**src/sv/fmic_pkg.sv**
```systemverilog
// ----------------------------------------------------------------------------
// fmic_pkg
// Shared types and codes for the FM interval transition cache.
// ----------------------------------------------------------------------------
package fmic_pkg;

    localparam logic [1:0] REQ_QUERY  = 2'd0;
    localparam logic [1:0] REQ_FILL   = 2'd1;
    localparam logic [1:0] REQ_CLEAR  = 2'd2;
    localparam logic [1:0] REQ_UNUSED = 2'd3;

    localparam logic [1:0] ST_OK    = 2'd0;
    localparam logic [1:0] ST_RANGE = 2'd1;
    localparam logic [1:0] ST_FULL  = 2'd2;
    localparam logic [1:0] ST_EMPTY = 2'd3;

    localparam logic [1:0] CFG_TEXT_LENGTH = 2'd0;
    localparam logic [1:0] CFG_DIVISOR     = 2'd1;
    localparam logic [1:0] CFG_MIN_WIDTH   = 2'd2;

    localparam int unsigned CFG_W = 32;
    localparam int unsigned SYM_W = 8;

    // divider control between top level and the shared divider
    typedef struct packed {
        logic start;
        logic busy;
        logic done;
    } t_div_ctl;

endpackage

```
**src/sv/fmic_div.sv**
```systemverilog
// ----------------------------------------------------------------------------
// fmic_div
// Restoring divider, one quotient bit per cycle.
// ----------------------------------------------------------------------------
module fmic_div #(
    parameter int W = 32
) (
    input  logic                   i_clk,
    input  logic                   i_rst_n,
    input  logic                   i_start,
    input  logic [W-1:0]           i_num,
    input  logic [W-1:0]           i_den,
    output fmic_pkg::t_div_ctl     o_ctl,
    output logic [W-1:0]           o_quo,
    output logic [W-1:0]           o_rem
);
    localparam int CW = $clog2(W + 1);

    logic [CW-1:0] r_cnt, n_cnt;
    logic          r_busy, n_busy;
    logic          r_done, n_done;
    logic [W-1:0]  r_quo, n_quo;
    logic [W-1:0]  r_rem, n_rem;
    logic [W-1:0]  r_den, n_den;
    logic [W:0]    w_trial;
    logic [W:0]    w_diff;

    always_comb begin
        w_trial = {r_rem, r_quo[W-1]};
        w_diff  = w_trial - {1'b0, r_den};
        n_cnt   = r_cnt;
        n_busy  = r_busy;
        n_done  = 1'b0;
        n_quo   = r_quo;
        n_rem   = r_rem;
        n_den   = r_den;
        if (i_start) begin
            n_cnt  = CW'(W);
            n_busy = 1'b1;
            n_quo  = i_num;
            n_rem  = '0;
            n_den  = (i_den == '0) ? W'(1) : i_den;
        end else if (r_busy) begin
            if (!w_diff[W]) begin
                n_rem = w_diff[W-1:0];
                n_quo = {r_quo[W-2:0], 1'b1};
            end else begin
                n_rem = w_trial[W-1:0];
                n_quo = {r_quo[W-2:0], 1'b0};
            end
            n_cnt = r_cnt - CW'(1);
            if (r_cnt == CW'(1)) begin
                n_busy = 1'b0;
                n_done = 1'b1;
            end
        end
    end

    always_ff @(posedge i_clk) begin
        if (!i_rst_n) begin
            r_cnt  <= '0;
            r_busy <= 1'b0;
            r_done <= 1'b0;
        end else begin
            r_cnt  <= n_cnt;
            r_busy <= n_busy;
            r_done <= n_done;
        end
        r_quo <= n_quo;
        r_rem <= n_rem;
        r_den <= n_den;
    end

    assign o_ctl = '{start: i_start, busy: r_busy, done: r_done};
    assign o_quo = r_quo;
    assign o_rem = r_rem;

`ifndef SYNTHESIS
    a_done_after_busy: assert property (@(posedge i_clk) disable iff (!i_rst_n)
        r_done |-> $past(r_busy)) else $error("div done without busy");
    a_rem_below_den: assert property (@(posedge i_clk) disable iff (!i_rst_n)
        r_done |-> (r_rem < r_den)) else $error("div remainder too large");
    a_no_restart: assert property (@(posedge i_clk) disable iff (!i_rst_n)
        r_busy |-> !i_start) else $error("div restarted while busy");
`endif
endmodule

```
**config.mk**
```make
export PLATFORM = sky130hd
export DESIGN_NAME = fmic_div
export DESIGN_NICKNAME = d
export VERILOG_FILES = /design/src/sv/fmic_pkg.sv /design/src/sv/fmic_div.sv
export SDC_FILE = /design/constraint.sdc
export NUM_CORES = 1
export LEC_CHECK = 0
export ABC_AREA = 0
export BUFFER_PORTS_ARGS = -buffer_cell sky130_fd_sc_hd__buf_2
export CORE_MARGIN = 1
export CORE_UTILIZATION = 45
export DETAILED_ROUTE_END_ITERATION = 10
export HOLD_SLACK_MARGIN = 0.08
export PLACE_DENSITY = 0.68
export SYNTH_ARGS = -nofsm -noshare
export SYNTH_HDL_FRONTEND = slang
export SYNTH_SLANG_ARGS = --single-unit
```
**constraint.sdc**
```tcl
create_clock -name i_clk -period 3.88 [get_ports i_clk]
set_clock_uncertainty 0.15 [all_clocks]
set_input_delay 0.194 -clock i_clk [delete_from_list [all_inputs] [get_ports i_clk]]
set_output_delay 0.194 -clock i_clk [all_outputs]
set_load 0.02 [all_outputs]
```
# Word level (Yosys, flattened, before mapping)
# Cells that the tools add are included.
# Widths: inputs -> output; s select.
[word_totals] reg_bits=104 out_inout_bits=67 word_cells=26
[op_classes] n_addsub=2 eq_ne=1 n_mux=10 bitwise_logic=2 n_reduce_logical=4
[op_table] cell="$mux 32" n=3
[op_table] cell="$sub 33x32->33" n=1
[op_table] cell="$logic_not 32->1" n=1
[op_table] cell="$mux 6" n=2
[op_table] cell="$eq 6x1->1 const B" n=1
[op_table] cell="$sub 6x1->6 const B" n=1
[op_table] cell="$mux 1" n=5
[op_table] cell="$reduce_or 3->1" n=1
[op_table] cell="$not 1->1" n=2
[op_table] cell="$reduce_bool 2->1" n=1
[op_table] cell="$reduce_or 2->1" n=1

# Longest topological paths before layout
[depth] word_depth=4 depth_mapped=14 mapped_depth_nobuf=12

# Worst setup path after synthesis
# Ideal clock, no wire load.
[synth_timing] kind="reg-to-reg" startpoint="reg r_quo[31] (netlist: o_quo[31])" endpoint="reg r_rem[30] (netlist: o_rem[30])" arrival_ps=2827 required_time_ps=3642 setup_slack_ps=815 stages_incl_launch_ff=14 n_path_buf=2 synth_period_minus_slack_ps=3065 cell_sequence="edfxtp_1 > inv_1 > ha_1 > fa_1 > nor2b_1 > o31a_1 > o21a_1 > o211ai_1 > a211oi_1 > and2_4 > buf_12 > buf_12 > nand3_2 > a311oi_2"
[synth_between] elab_chain_len=2
[synth_rtl] item="start, declared" line_no="fmic_div.sv:22" rtl="logic [W-1:0] r_quo, n_quo;"
[synth_rtl] item="start signal, assigned" line_no="fmic_div.sv:69" rtl="r_quo <= n_quo;"
[synth_rtl] item="$sub 33x32->33" line_no="fmic_div.sv:30" rtl="w_diff = w_trial - {1'b0, r_den};"
[synth_rtl] item="$mux 32" line_no="fmic_div.sv:44" rtl="if (!w_diff[W]) begin"
[synth_rtl] item="end signal, assigned" line_no="fmic_div.sv:70" rtl="r_rem <= n_rem;"
[synth_rtl] item="end, declared" line_no="fmic_div.sv:23" rtl="logic [W-1:0] r_rem, n_rem;"
# Every way passes these cells.
# A chain may end at the register's enable or synchronous reset.

# Worst setup path after layout
[layout_timing] startpoint="reg r_quo[31] (netlist: o_quo[31])" endpoint="reg r_rem[13] (netlist: o_rem[13])"
# The elaborated chain is that of the path after synthesis.

==> impl_metrics.ini <==
[clock_network]
cts-root-buf = clkbuf_16
path_clk_slew_ns = 0.07
htreeDepth = 3
cts_buffers = 9
clockBufferDepth = 2
worstSkewPairLatency_ns = 0.36
clock_sinks = 104
cts_tree = yes
cts_setup_buffers = 0

[power_and_ir_drop]
vdd_ir_drop_max_v = 0.0002257
power_density_nw_per_um2 = 396.4
leakagePower_nw = 3.292

[layout]
nFillCells = 1132
post-route-util_pct = 58.32
fin_cells = 966
drive_above_1_share_pct = 25.32
layout-area-overhead-vs-synth_pct = 24.96
diodes = 0
mostFrequentLayoutCells = 132 x buf_2, 65 x dlygate4sd3_1, 64 x edfxtp_1
final_common_cell = buf_2
stdcell_area_um2 = 7785
nets = 887

[sta]
fmax_ghz = 0.2779
setup-tns-final_ns = 0
layout_setup_ws_ns = 0.2818
period_needed_ns = 3.598
final_max_slew_viol_count = 0
final_hold_viol_count = 0
fin_crit_sh_pct = 92.74
worstMarginPinSlew_ns = 0.8491
grt_setup_unrepaired = no
slew_headroom_pct = 42.87
setup_viol = 0

[die]
core-area_um2 = 13350
fp.dieH_um = 119.7
die_width_um = 119.7
start_util_pct = 46.67
dieArea_um2 = 14320
ioPinCount = 134
row_count = 42

[setup_path]
crit_fanout = 21
worstPathRequired_ns = 3.99
arrival_ns = 3.70
cp-start-kind = flop
end_kind = flop
critPathKind = reg2reg

[logic_synthesis]
synth-seq-cells = 104
ys.flop_type = edfxtp_1
syn_inst = 636
synthArstFlopShare_pct = 0
synth_nets = 738
yosysWarnings = 0
syn_area_um2 = 6230
avgSynthCellArea_um2 = 9.795
synth_seq_area_share_pct = 43.70
yosysUniqueCellTypes = 67
synth_edf_count = 64

[global_route]
grt_pass1_vias = 5266
grt_max_degree = 64
antenna_found_initial = 0
globalRouteOverflowTotal = 0
grt_pass1_wl_um = 26280
grt.total_usage_pct = 23.58

[outcome]
status = finished clean

[drt]
drt_first_iter_violations = 365
routed_wl_um = 16380
vias = 5340
final_antenna_net_count = 0
first_pass_iters = 5
routedWlPerCell_um = 16.96
post_drt_via_cell_ratio = 5.528
drc = 0

[placed_design]
post_dp_cell_area_um2 = 6838
place_ws_ns = 0.3288
place_congestion = 0.9391
place.detailed.hpwl_um = 11100
place_inst = 885
port-buffer-count = 133

[job]
cap_violations = 0

[min_path]
min_path_type = in2reg
[path summary, 6_finish.rpt]
path	start	to	slack, ns	depth (start not counted)
min reg2reg	r_cnt[1]$_SDFFE_PP0P_	r_cnt[1]$_SDFFE_PP0P_	0.35	2
max reg2reg	o_quo[31]$_DFFE_PP_	o_rem[13]$_SDFFE_PP0P_	0.28	13
min	i_start	r_den[3]$_SDFFCE_PN0P_	0.19	1
max	o_quo[31]$_DFFE_PP_	o_rem[13]$_SDFFE_PP0P_	0.28	13
[synth_stat cells (5+ instances only)]
master    number  share of area [%]
nor2b_1        6               0.60
nand3_1        5               0.40
nor3_1        14                1.1
edfxtp_1      64                 31
nor4_1        10                1.0
ha_1          34                6.8
nand2_1       34                2.0
nand4_1       10                1.0
nor2_1        59                3.6
xor2_1        11                1.5
a21o_1        11                1.3
o21ai_0       28                2.2
mux2i_1        9                1.4
o211ai_1       6               0.72
a21oi_1       39                3.1
mux2_2        31                5.6
o21a_1         8               0.96
clkbuf_1      51                3.1
dfxtp_1       40                 13
xnor2_1       18                2.5
a211oi_1      23                2.8
and3_1         6               0.60
inv_1         42                2.5
[critical path, stage by stage (launching register included)]
cell and delay (ns):
edfxtp_1 0.39, inv_1 0.06, ha_1 0.23, fa_1 0.39, nor2b_1 0.25, o31a_1 0.26
o21a_1 0.22, o211ai_1 0.12, a211oi_1 0.33, nand2_2 0.37, buf_4 0.32, nor2_1 0.11
a21oi_1 0.05, a211oi_1 0.26
[cell families (layout without fill, tap and decap cells)]
kind of cell             count (synthesis)  after routing  share of synthesized area, %
AO/OA/AOI/OAI                          160            160                         17.96
XOR/XNOR                                29             29                         4.077
adder cells (fa/ha/maj)                 35             35                         7.150
buffers and inverters                  106            260                         7.531
flip-flops                             104            104                         43.70
multiplexers                            40             40                         7.050
AND/OR/NAND/NOR                        162            162                         12.53
[timing repair]
item                      CTS  global route
gates resized for setup     0             0
hold buffers               65             0
hold endpoints to repair   72             0
[routing by layer]
metal / up-vias / track usage, % / wire (um)
met5: - / 0 / 0
met4: 0 / 11.41 / 552
met3: 37 / 5.086 / 922
met2: 173 / 40.53 / 8120
met1: 2541 / 27.85 / 6788
li1: 2589 / - / -
[sequential cells by signal (all words and copies together), names as in the netlist]
| register | cells |
|---|---|
| o_quo | 32 |
| o_rem | 32 |
| r_busy | 1 |
| r_cnt | 6 |
| r_den | 32 |
| r_done | 1 |
[cell type report]
cell class / instances / area, um2 / area share, %
clock buffer: 10 / 229.0 / 2.941
clock inverter: 6 / 67.56 / 0.8679
inverter: 42 / 157.7 / 2.025
multi-input combinational: 426 / 3038 / 39.02
sequential: 104 / 2724 / 34.99
tap: 176 / 220.2 / 2.829
timing repair buffer: 202 / 1349 / 17.33
[metrics by stage]
stage / power, mW / hold WS, ns
floorplan: 1.910 / 0.1565
finish: 3.086 / 0.1913
detailed placement: 2.109 / 0.2384
CTS: 3.084 / 0.1923
global placement: 2.091 / 0.2370
global route: 3.231 / 0.2056
[where the power goes]
group          switching [mW]  leakage [nW]  internal (mW)
Combinational           0.466          2.19          0.342
Sequential             0.0638         0.965           1.28
Clock                   0.429         0.141          0.505
Total                   0.959          3.29           2.13
No activity file was read; power rests on OpenSTA's default activity.
